==> src/rtl/spr_pkg.sv <==
package spr_pkg;

  // field and state widths
  localparam int POS_W      = 24;
  localparam int DIFF_W     = POS_W + 1;
  localparam int SUM_W      = 28;
  localparam int CNT_W      = 4;
  localparam int RAD_W      = 23;
  localparam int SQ_W       = 2 * POS_W + 1;
  localparam int MAX_WINDOW = 8;

  // mean divider: radix-16 restoring, one digit per cycle
  localparam int DIG_BITS   = 4;
  localparam int DIV_ITER   = SUM_W / DIG_BITS;
  localparam int ITER_W     = $clog2(DIV_ITER);

  // port widths
  localparam int IN_TDATA_W  = 2 * POS_W;
  localparam int OUT_TDATA_W = 2 * POS_W;
  localparam int OC_W        = 3;
  localparam int OUT_TUSER_W = 1 + OC_W;
  localparam int CFG_ADDR_W  = 2;
  localparam int CFG_DATA_W  = RAD_W;

  // configuration register indexes
  localparam logic [CFG_ADDR_W-1:0] REG_RADIUS = 2'd0;
  localparam logic [CFG_ADDR_W-1:0] REG_STRIKE = 2'd1;
  localparam logic [CFG_ADDR_W-1:0] REG_WINDOW = 2'd2;

  // configuration reset values
  localparam logic [RAD_W-1:0] RADIUS_RST = 23'd16384;
  localparam logic [CNT_W-1:0] STRIKE_RST = 4'd3;
  localparam logic [CNT_W-1:0] WINDOW_RST = 4'd8;

  // per-item outcome codes
  typedef enum logic [OC_W-1:0] {
    OC_REPEAT     = 3'd0,
    OC_STRIKE_CLR = 3'd1,
    OC_START      = 3'd2,
    OC_RECAL      = 3'd3,
    OC_OUTLIER    = 3'd4,
    OC_ACCEPT     = 3'd5
  } outcome_t;

endpackage

==> src/rtl/stationary_position_recalibrator_unit.sv <==
// channel   dir  beat fields (lowest bits first)
// in_*      in   tdata: pos_x[23:0], pos_y[47:24]
// out_*     out  tdata: mean_x[23:0], mean_y[47:24]; tuser: recalibrate[0], outcome[3:1]
// cfg_*     in   cfg_addr 0 radius_max, 1 strike_limit, 2 window_target
//
// repeat, strike clear, window start and recalibration go from accept through the decision
// to the done state; an outlier also runs the three squares and the compare, and an
// accepted sample also runs the radix-16 mean divider once per axis;
// the distance check runs three squares through one 25x25 multiplier.
// rst_n is synchronous; after reset the window holds one zero sample.
// a finished result waits in the output register while the next beat is taken;
// a new result waits in its final state only while that register is still full.
module stationary_position_recalibrator_unit (
  input  logic                               clk,
  input  logic                               rst_n,
  input  logic                               in_tvalid,
  output logic                               in_tready,
  input  logic [spr_pkg::IN_TDATA_W-1:0]     in_tdata,   // pos_x, pos_y
  output logic                               out_tvalid,
  input  logic                               out_tready,
  output logic [spr_pkg::OUT_TDATA_W-1:0]    out_tdata,  // mean_x, mean_y
  output logic [spr_pkg::OUT_TUSER_W-1:0]    out_tuser,  // recalibrate, outcome
  input  logic                               cfg_we,
  input  logic [spr_pkg::CFG_ADDR_W-1:0]     cfg_addr,
  input  logic [spr_pkg::CFG_DATA_W-1:0]     cfg_wdata
);
  import spr_pkg::*;

  typedef enum logic [3:0] {
    S_IDLE, S_DECIDE, S_MUL_X, S_MUL_Y, S_MUL_R, S_CMP, S_LOAD, S_DIV, S_DONE
  } state_t;

  state_t state_r;

  // configuration
  logic [RAD_W-1:0] radius_r;
  logic [CNT_W-1:0] strike_lim_r;
  logic [CNT_W-1:0] win_tgt_r;

  // window state
  logic [POS_W-1:0] last_x_r, last_y_r;
  logic [POS_W-1:0] avg_x_r, avg_y_r;
  logic [SUM_W-1:0] sum_x_r, sum_y_r;
  logic [CNT_W-1:0] count_r;
  logic [CNT_W-1:0] strikes_r;

  // item in flight
  logic [POS_W-1:0]  in_x_r, in_y_r;
  logic [DIFF_W-1:0] dx_r, dy_r;
  logic [SQ_W-1:0]   prod_r;
  logic [SQ_W:0]     acc_r;

  // divider
  logic [SUM_W-1:0]  num_r;
  logic [CNT_W-1:0]  rem_r;
  logic              neg_r;
  logic [ITER_W-1:0] iter_r;
  logic              axis_r;

  // result
  logic              res_rec_r;
  outcome_t          res_oc_r;
  logic [POS_W-1:0]  res_mx_r, res_my_r;
  logic              out_valid_r;
  logic [OUT_TDATA_W-1:0] out_tdata_r;
  logic [OUT_TUSER_W-1:0] out_tuser_r;

  // decision terms
  logic [CNT_W-1:0] target_eff;
  logic             is_repeat;
  logic [SUM_W-1:0] sum_x_new, sum_y_new;

  assign target_eff = (win_tgt_r > CNT_W'(MAX_WINDOW)) ? CNT_W'(MAX_WINDOW) : win_tgt_r;
  assign is_repeat  = (in_x_r == last_x_r) && (in_y_r == last_y_r);
  assign sum_x_new  = sum_x_r + {{(SUM_W-POS_W){in_x_r[POS_W-1]}}, in_x_r};
  assign sum_y_new  = sum_y_r + {{(SUM_W-POS_W){in_y_r[POS_W-1]}}, in_y_r};

  // shared squaring multiplier
  logic signed [DIFF_W-1:0]   mul_op;
  logic signed [2*DIFF_W-1:0] mul_full;
  logic [SQ_W-1:0]            mul_sq;

  always_comb begin
    case (state_r)
      S_MUL_X: mul_op = $signed(dx_r);
      S_MUL_Y: mul_op = $signed(dy_r);
      default: mul_op = $signed({{(DIFF_W-RAD_W){1'b0}}, radius_r});
    endcase
  end

  assign mul_full = mul_op * mul_op;
  assign mul_sq   = mul_full[SQ_W-1:0];

  // divider operand load: magnitude of the sum plus half the count
  logic [SUM_W-1:0] sum_sel;
  logic [SUM_W-1:0] sum_mag;
  logic [SUM_W-1:0] num_load;

  assign sum_sel  = axis_r ? sum_y_r : sum_x_r;
  assign sum_mag  = sum_sel[SUM_W-1] ? (~sum_sel + SUM_W'(1)) : sum_sel;
  assign num_load = sum_mag + {{(SUM_W-CNT_W+1){1'b0}}, count_r[CNT_W-1:1]};

  // one radix-16 digit of restoring division by the count
  logic [SUM_W-1:0] num_step;
  logic [CNT_W-1:0] rem_step;

  always_comb begin
    logic [CNT_W:0]   trial;
    logic [SUM_W-1:0] n;
    logic [CNT_W-1:0] r;
    n = num_r;
    r = rem_r;
    for (int i = 0; i < DIG_BITS; i++) begin
      trial = {r, n[SUM_W-1]};
      n     = {n[SUM_W-2:0], 1'b0};
      if (trial >= {1'b0, count_r}) begin
        r    = CNT_W'(trial - {1'b0, count_r});
        n[0] = 1'b1;
      end else begin
        r    = trial[CNT_W-1:0];
      end
    end
    num_step = n;
    rem_step = r;
  end

  logic [POS_W-1:0] quot;
  logic [POS_W-1:0] mean_new;

  assign quot     = num_step[POS_W-1:0];
  assign mean_new = neg_r ? (~quot + POS_W'(1)) : quot;

  // sequencer, window state and output register
  always_ff @(posedge clk) begin
    if (!rst_n) begin
      state_r      <= S_IDLE;
      radius_r     <= RADIUS_RST;
      strike_lim_r <= STRIKE_RST;
      win_tgt_r    <= WINDOW_RST;
      last_x_r     <= '0;
      last_y_r     <= '0;
      avg_x_r      <= '0;
      avg_y_r      <= '0;
      sum_x_r      <= '0;
      sum_y_r      <= '0;
      count_r      <= CNT_W'(1);
      strikes_r    <= '0;
      axis_r       <= 1'b0;
      iter_r       <= '0;
      res_rec_r    <= 1'b0;
      res_oc_r     <= OC_REPEAT;
      out_valid_r  <= 1'b0;
    end else begin
      // configuration writes
      if (cfg_we) begin
        case (cfg_addr)
          REG_RADIUS: radius_r     <= cfg_wdata;
          REG_STRIKE: strike_lim_r <= cfg_wdata[CNT_W-1:0];
          REG_WINDOW: win_tgt_r    <= cfg_wdata[CNT_W-1:0];
          default: ;
        endcase
      end

      // output register: load a finished result or drop a taken beat
      if (state_r == S_DONE && (!out_valid_r || out_tready)) begin
        out_valid_r <= 1'b1;
      end else if (out_valid_r && out_tready) begin
        out_valid_r <= 1'b0;
      end

      case (state_r)
        S_IDLE: begin
          if (in_tvalid) begin
            in_x_r    <= in_tdata[POS_W-1:0];
            in_y_r    <= in_tdata[2*POS_W-1:POS_W];
            res_rec_r <= 1'b0;
            state_r   <= S_DECIDE;
          end
        end

        S_DECIDE: begin
          if (is_repeat) begin
            res_oc_r <= OC_REPEAT;
            state_r  <= S_DONE;
          end else if (strikes_r >= strike_lim_r) begin
            avg_x_r   <= '0;
            avg_y_r   <= '0;
            sum_x_r   <= '0;
            sum_y_r   <= '0;
            count_r   <= '0;
            strikes_r <= '0;
            res_oc_r  <= OC_STRIKE_CLR;
            state_r   <= S_DONE;
          end else if (count_r == '0) begin
            avg_x_r  <= in_x_r;
            avg_y_r  <= in_y_r;
            sum_x_r  <= {{(SUM_W-POS_W){in_x_r[POS_W-1]}}, in_x_r};
            sum_y_r  <= {{(SUM_W-POS_W){in_y_r[POS_W-1]}}, in_y_r};
            count_r  <= CNT_W'(1);
            last_x_r <= in_x_r;
            last_y_r <= in_y_r;
            res_oc_r <= OC_START;
            state_r  <= S_DONE;
          end else if (count_r >= target_eff) begin
            res_rec_r <= 1'b1;
            res_mx_r  <= avg_x_r;
            res_my_r  <= avg_y_r;
            avg_x_r   <= '0;
            avg_y_r   <= '0;
            sum_x_r   <= '0;
            sum_y_r   <= '0;
            count_r   <= '0;
            last_x_r  <= in_x_r;
            last_y_r  <= in_y_r;
            res_oc_r  <= OC_RECAL;
            state_r   <= S_DONE;
          end else begin
            dx_r    <= {in_x_r[POS_W-1], in_x_r} - {avg_x_r[POS_W-1], avg_x_r};
            dy_r    <= {in_y_r[POS_W-1], in_y_r} - {avg_y_r[POS_W-1], avg_y_r};
            state_r <= S_MUL_X;
          end
        end

        // dx^2, then dy^2, then radius^2 through the one multiplier
        S_MUL_X: begin
          prod_r  <= mul_sq;
          state_r <= S_MUL_Y;
        end

        S_MUL_Y: begin
          acc_r   <= {1'b0, prod_r};
          prod_r  <= mul_sq;
          state_r <= S_MUL_R;
        end

        S_MUL_R: begin
          acc_r   <= acc_r + {1'b0, prod_r};
          prod_r  <= mul_sq;
          state_r <= S_CMP;
        end

        S_CMP: begin
          last_x_r <= in_x_r;
          last_y_r <= in_y_r;
          if (acc_r > {1'b0, prod_r}) begin
            if (strikes_r != '1) begin
              strikes_r <= strikes_r + CNT_W'(1);
            end
            res_oc_r <= OC_OUTLIER;
            state_r  <= S_DONE;
          end else begin
            sum_x_r <= sum_x_new;
            sum_y_r <= sum_y_new;
            if (count_r != '1) begin
              count_r <= count_r + CNT_W'(1);
            end
            axis_r   <= 1'b0;
            res_oc_r <= OC_ACCEPT;
            state_r  <= S_LOAD;
          end
        end

        S_LOAD: begin
          num_r   <= num_load;
          rem_r   <= '0;
          neg_r   <= sum_sel[SUM_W-1];
          iter_r  <= '0;
          state_r <= S_DIV;
        end

        S_DIV: begin
          num_r  <= num_step;
          rem_r  <= rem_step;
          iter_r <= iter_r + ITER_W'(1);
          if (iter_r == ITER_W'(DIV_ITER - 1)) begin
            if (!axis_r) begin
              avg_x_r <= mean_new;
              axis_r  <= 1'b1;
              state_r <= S_LOAD;
            end else begin
              avg_y_r <= mean_new;
              state_r <= S_DONE;
            end
          end
        end

        S_DONE: begin
          if (!out_valid_r || out_tready) begin
            out_tdata_r <= res_rec_r ? {res_my_r, res_mx_r} : {avg_y_r, avg_x_r};
            out_tuser_r <= {res_oc_r, res_rec_r};
            state_r     <= S_IDLE;
          end
        end

        default: state_r <= S_IDLE;
      endcase
    end
  end

  assign in_tready  = (state_r == S_IDLE);
  assign out_tvalid = out_valid_r;
  assign out_tdata  = out_tdata_r;
  assign out_tuser  = out_tuser_r;

endmodule

==> config.mk <==
export PLATFORM = sky130hd
export DESIGN_NAME = stationary_position_recalibrator_unit
export DESIGN_NICKNAME = d
export VERILOG_FILES = /design/src/rtl/spr_pkg.sv /design/src/rtl/stationary_position_recalibrator_unit.sv
export SDC_FILE = /design/constraint.sdc
export NUM_CORES = 2
export LEC_CHECK = 0
export BUFFER_PORTS_ARGS = -buffer_cell sky130_fd_sc_hd__buf_2
export CAP_MARGIN = 15
export CORE_ASPECT_RATIO = 1.75
export CORE_MARGIN = 5
export CORE_UTILIZATION = 30
export DETAILED_ROUTE_END_ITERATION = 8
export GPL_TIMING_DRIVEN = 0
export PLACE_DENSITY_LB_ADDON = 0.08
export SLEW_MARGIN = 20
export SYNTH_ARGS = -nofsm -noshare
export SYNTH_HDL_FRONTEND = slang
export SYNTH_SLANG_ARGS = --single-unit
==> constraint.sdc <==
create_clock -name clk -period 10.3 [get_ports clk]
set_input_delay 1.545 -clock clk [delete_from_list [all_inputs] [get_ports clk]]
set_output_delay 1.545 -clock clk [all_outputs]
set_load 0.03 [all_outputs]
==> tab_implementation.tex <==
\begin{tabular}{lr}
\hline
Metric & Value \\
\hline
\multicolumn{2}{l}{\textbf{Run status}} \\
Status & complete, no violations \\
\multicolumn{2}{l}{\textbf{Floorplan}} \\
Row count & 202 \\
Area enclosed by the die boundary & 182000 um2 \\
Chip height & 560.6 um \\
Core outline area & 172600 um2 \\
Die outline width & 324.6 um \\
Total I/O pin count & 132 \\
Initial cell density of the core & 0.3011 \\
\multicolumn{2}{l}{\textbf{Logic synthesis}} \\
Async set or reset register ratio after synthesis & 0 \\
Fraction of synthesized area in multiplexers & 0.02282 \\
Synthesized Nets & 6584 \\
Seq cells post-synth & 533 \\
Number of enable-type register cells in the synthesized netlist & 329 \\
Share of the synthesized netlist area taken by xor and xnor gates & 0.05308 \\
Dominant combinational cell family by area after synthesis & adder cells \\
Synthesized-area fraction occupied by ao, oa, aoi and oai cells & 0.1311 \\
Sequential area share after synthesis & 0.2687 \\
Share of the synthesized area in the top cell type & 0.2346 \\
Post-Syn Area per Cell & 9.412 um2 \\
Simple-gate portion of the synthesized area & 0.1180 \\
Synthesis Warnings & 0 \\
Cell area after technology mapping & 51970 um2 \\
Cells taking the most area after synthesis & fa\_1, edfxtp\_1, ha\_1, dfxtp\_1, inv\_1 \\
Cell taking the most area after synthesis & fa\_1 \\
Top FF cell, synth & edfxtp\_1 \\
Synthesized instance count & 5522 \\
Adder and majority cell fraction of the synthesized area & 0.3249 \\
Number of distinct library cells after synthesis & 97 \\
\multicolumn{2}{l}{\textbf{Critical path}} \\
Cell family with the largest share of critical-path delay & adder cells \\
Setup crit end kind & flip-flop \\
Reg-to-reg slack, setup & 210 ps \\
Most common cell on crit path & fa\_1 \\
Critical path's slowest cell & fa\_1 \\
WP data required & 10760 ps \\
Delay of the slowest cell on the worst path & 630 ps \\
Data arrival time at the worst-slack endpoint & 10550 ps \\
Kind of critical path & reg -> reg \\
Sort of element at the start of the critical path & flip-flop \\
Crit path max fanout & 10 \\
Crit path buffers/inverters & 8 \\
\multicolumn{2}{l}{\textbf{Timing}} \\
Slew @ Worst Pin & 1247 ps \\
Worst-case hold slack & 425.4 ps \\
Number of hold-slack violations in the final timing report & 0 \\
Max Transition Viols Final & 0 \\
Tmin final & 10090 ps \\
RSZ-0062 raised after global routing & yes \\
Final Cycle Share & 0.9797 \\
Finish-stage setup viols & 0 \\
Worst Skew & 35.93 ps \\
Peak Freq & 99.10 MHz \\
TNS Setup & 0 ps \\
Remaining max-slew budget at the tightest pin & 0.1685 \\
\multicolumn{2}{l}{\textbf{Route}} \\
Number of DRC markers after the initial detailed-route iteration & 2201 \\
Wire length per cell & 27.23 um \\
Vias per cell & 5.048 \\
Number of iterations in the first detailed-routing pass & 6 \\
Count of unresolved DRC violations after routing & 0 \\
Number of routed nets with antenna violations & 0 \\
Total detailed-routing wirelength & 219.3 mm \\
Count of vias placed by the detailed router & 40640 \\
\multicolumn{2}{l}{\textbf{Power and ir drop}} \\
Switching power of the nets & 3.580 mW \\
Net switching fraction of the power & 0.4161 \\
Cell Int Power & 5.023 mW \\
Part of the power in registers & 0.296 \\
Maximum vdd ir drop & 0.1274 mV \\
Power per Cell Area & 147.4 nW/um2 \\
Leakage power & 26.08 nW \\
Clk network pwr share & 0.265 \\
Overall Power & 8.603 mW \\
Part of the power in combinational logic & 0.439 \\
\multicolumn{2}{l}{\textbf{GRT}} \\
Wire length of the first global-routing pass & 309.2 mm \\
Vias in the first global route & 44480 \\
GRT Overall Usage & 0.2357 \\
Global route total overflow & 0 \\
Maximum number of pins on one net before global-route repair & 27 \\
Antenna violations before repair & 5 \\
\multicolumn{2}{l}{\textbf{CTS}} \\
H-tree level count & 2 \\
CTS Buf Count & 59 \\
Clock sink total & 533 \\
Cts-stage hold buffer count & 0 \\
Clock-pin transition on the worst setup and hold timing paths & 70 ps \\
Root Buffer & clkbuf\_16 \\
CTS tree & done \\
Insertion delay of the later-clocked pin in the worst-skew pair & 710 ps \\
CTS max path bufs & 3 \\
\multicolumn{2}{l}{\textbf{Placed design}} \\
Cell area reported after detailed placement & 55970 um2 \\
Number of buffer cells added on primary ports & 130 \\
Gpl congestion & 0.9483 \\
Final HPWL DP & 185.9 mm \\
\multicolumn{2}{l}{\textbf{Finish}} \\
Number of fill cells & 18030 \\
Post-route design area & 58350 um2 \\
Fraction of final layout cells sized beyond drive strength 1 & 0.07532 \\
Synthesis-to-layout area growth & 12.27\% \\
Leading cell types in the layout, fill and taps excluded & inv\_1, fa\_1, nor2\_1 \\
Number of nets in the layout & 6814 \\
Most frequent standard cell in the layout excluding fill and tap cells & inv\_1 \\
\multicolumn{2}{l}{\textbf{Flow run}} \\
Max Cap Violations & 0 \\
\multicolumn{2}{l}{\textbf{Min path}} \\
Type of the worst min-delay path & reg -> reg \\
\hline
\end{tabular}
-- layout make-up --
class	instances	area [um2]	share of cell area
inverter	905	3431	0.05880
multi-input combinational	3876	34040	0.5834
antenna	5	12.51	0.0002144
clock buffer	89	1765	0.03026
timing repair buffer	171	1134	0.01943
buffer	206	963.4	0.01651
sequential	533	13970	0.2393
tap	2244	2808	0.04812
clock inverter	22	229.0	0.003924
-- power groups by stage --
stage / sequential [mW] / clock [mW] / combinational [mW]
global route: 2.56 / 2.41 / 4.11
global placement: 2.61 / 0 / 3.77
detailed placement: 2.60 / 0 / 3.80
floorplan: 2.53 / 0 / 2.28
finish: 2.55 / 2.28 / 3.77
CTS: 2.55 / 2.35 / 3.86
-- per-layer routing --
layer	global-route usage	wire length [um]
met1	0.2094	67730
met2	0.4880	126100
met3	0.02097	6275
met4	0.1621	19170
met5	0	13
-- repair_timing --
item,4_1_cts,5_1_grt
resized for setup,91,41
endpoints found under the setup margin,52,26
pin swaps,1,1
buffers inserted,3,8
-- flip-flops by register name, indices dropped and copies added (netlist names), 24 cells and up --
| signal | count |
|---|---|
| out_tdata | 48 |
| sum_y_r | 28 |
| num_r | 28 |
| acc_r | 50 |
| res_my_r | 24 |
| in_x_r | 24 |
| in_y_r | 24 |
| last_y_r | 24 |
| dx_r | 25 |
| res_mx_r | 24 |
| avg_x_r | 24 |
| sum_x_r | 28 |
| prod_r | 48 |
| dy_r | 25 |
| avg_y_r | 24 |
| last_x_r | 24 |
-- kinds of logic after synthesis --
logic type                 count (synthesis)
AOI/OAI and AO/OA                       1075
xor gates and xnor gates                 315
adders and majority gates                984
buffers and inverters                   1113
DFF                                      533
muxes                                    116
and+or+nand+nor                         1386
-- path summary, 6_finish.rpt --
kind / from / to / cells after the start
min: avg_y_r[11]$_SDFFE_PN0P_ / res_my_r[11]$_DFFE_PP_ / 0
min reg2reg: avg_y_r[11]$_SDFFE_PN0P_ / res_my_r[11]$_DFFE_PP_ / 0
max: state_r[0]$_SDFFE_PN0P_ / prod_r[48]$_DFFE_PP_ / 29
max reg2reg: state_r[0]$_SDFFE_PN0P_ / prod_r[48]$_DFFE_PP_ / 29
-- cell usage after synthesis, types with 23 or more instances --
master and count:
xnor2_1 201, inv_1 897, nor2_1 510, xor2_1 114
fa_1 609, o21a_1 36, nand3_1 61, a211oi_1 39
edfxtp_1 329, clkbuf_1 169, and3_1 25, o21bai_1 39
a21o_1 98, a311oi_1 26, o21ai_0 296, nor2b_1 33
nand2_1 497, nor4_1 23, buf_1 23, nor3_1 60
nand2b_1 42, a31oi_1 36, a21oi_1 296, nand4_1 38
mux2i_1 107, dfxtp_1 204, ha_1 375
-- worst reg2reg max path, delay by kind of cell, from the launching register on --
kind                     cells  cell delay, ps
AO/OA/AOI/OAI               10            2770
XOR/XNOR                     1             240
adder cells (fa/ha/maj)      8            4200
buffers and inverters        8            1470
flip-flops                   1             570
multiplexers                 1             450
AND/OR/NAND/NOR              1             150
-- stage by stage --
step,cells,worst slack (ps),utilization
3_5_place_dp,7926,-2176,0.3242
6_report,8051,209.5,0.3380
4_1_cts,8038,-27.94,0.3372
3_3_place_gp,7896,-4545,0.3211
5_1_grt,8047,-12.58,0.3380
2_1_floorplan,5522,1499,-
Power figures use the tool's default switching activity.
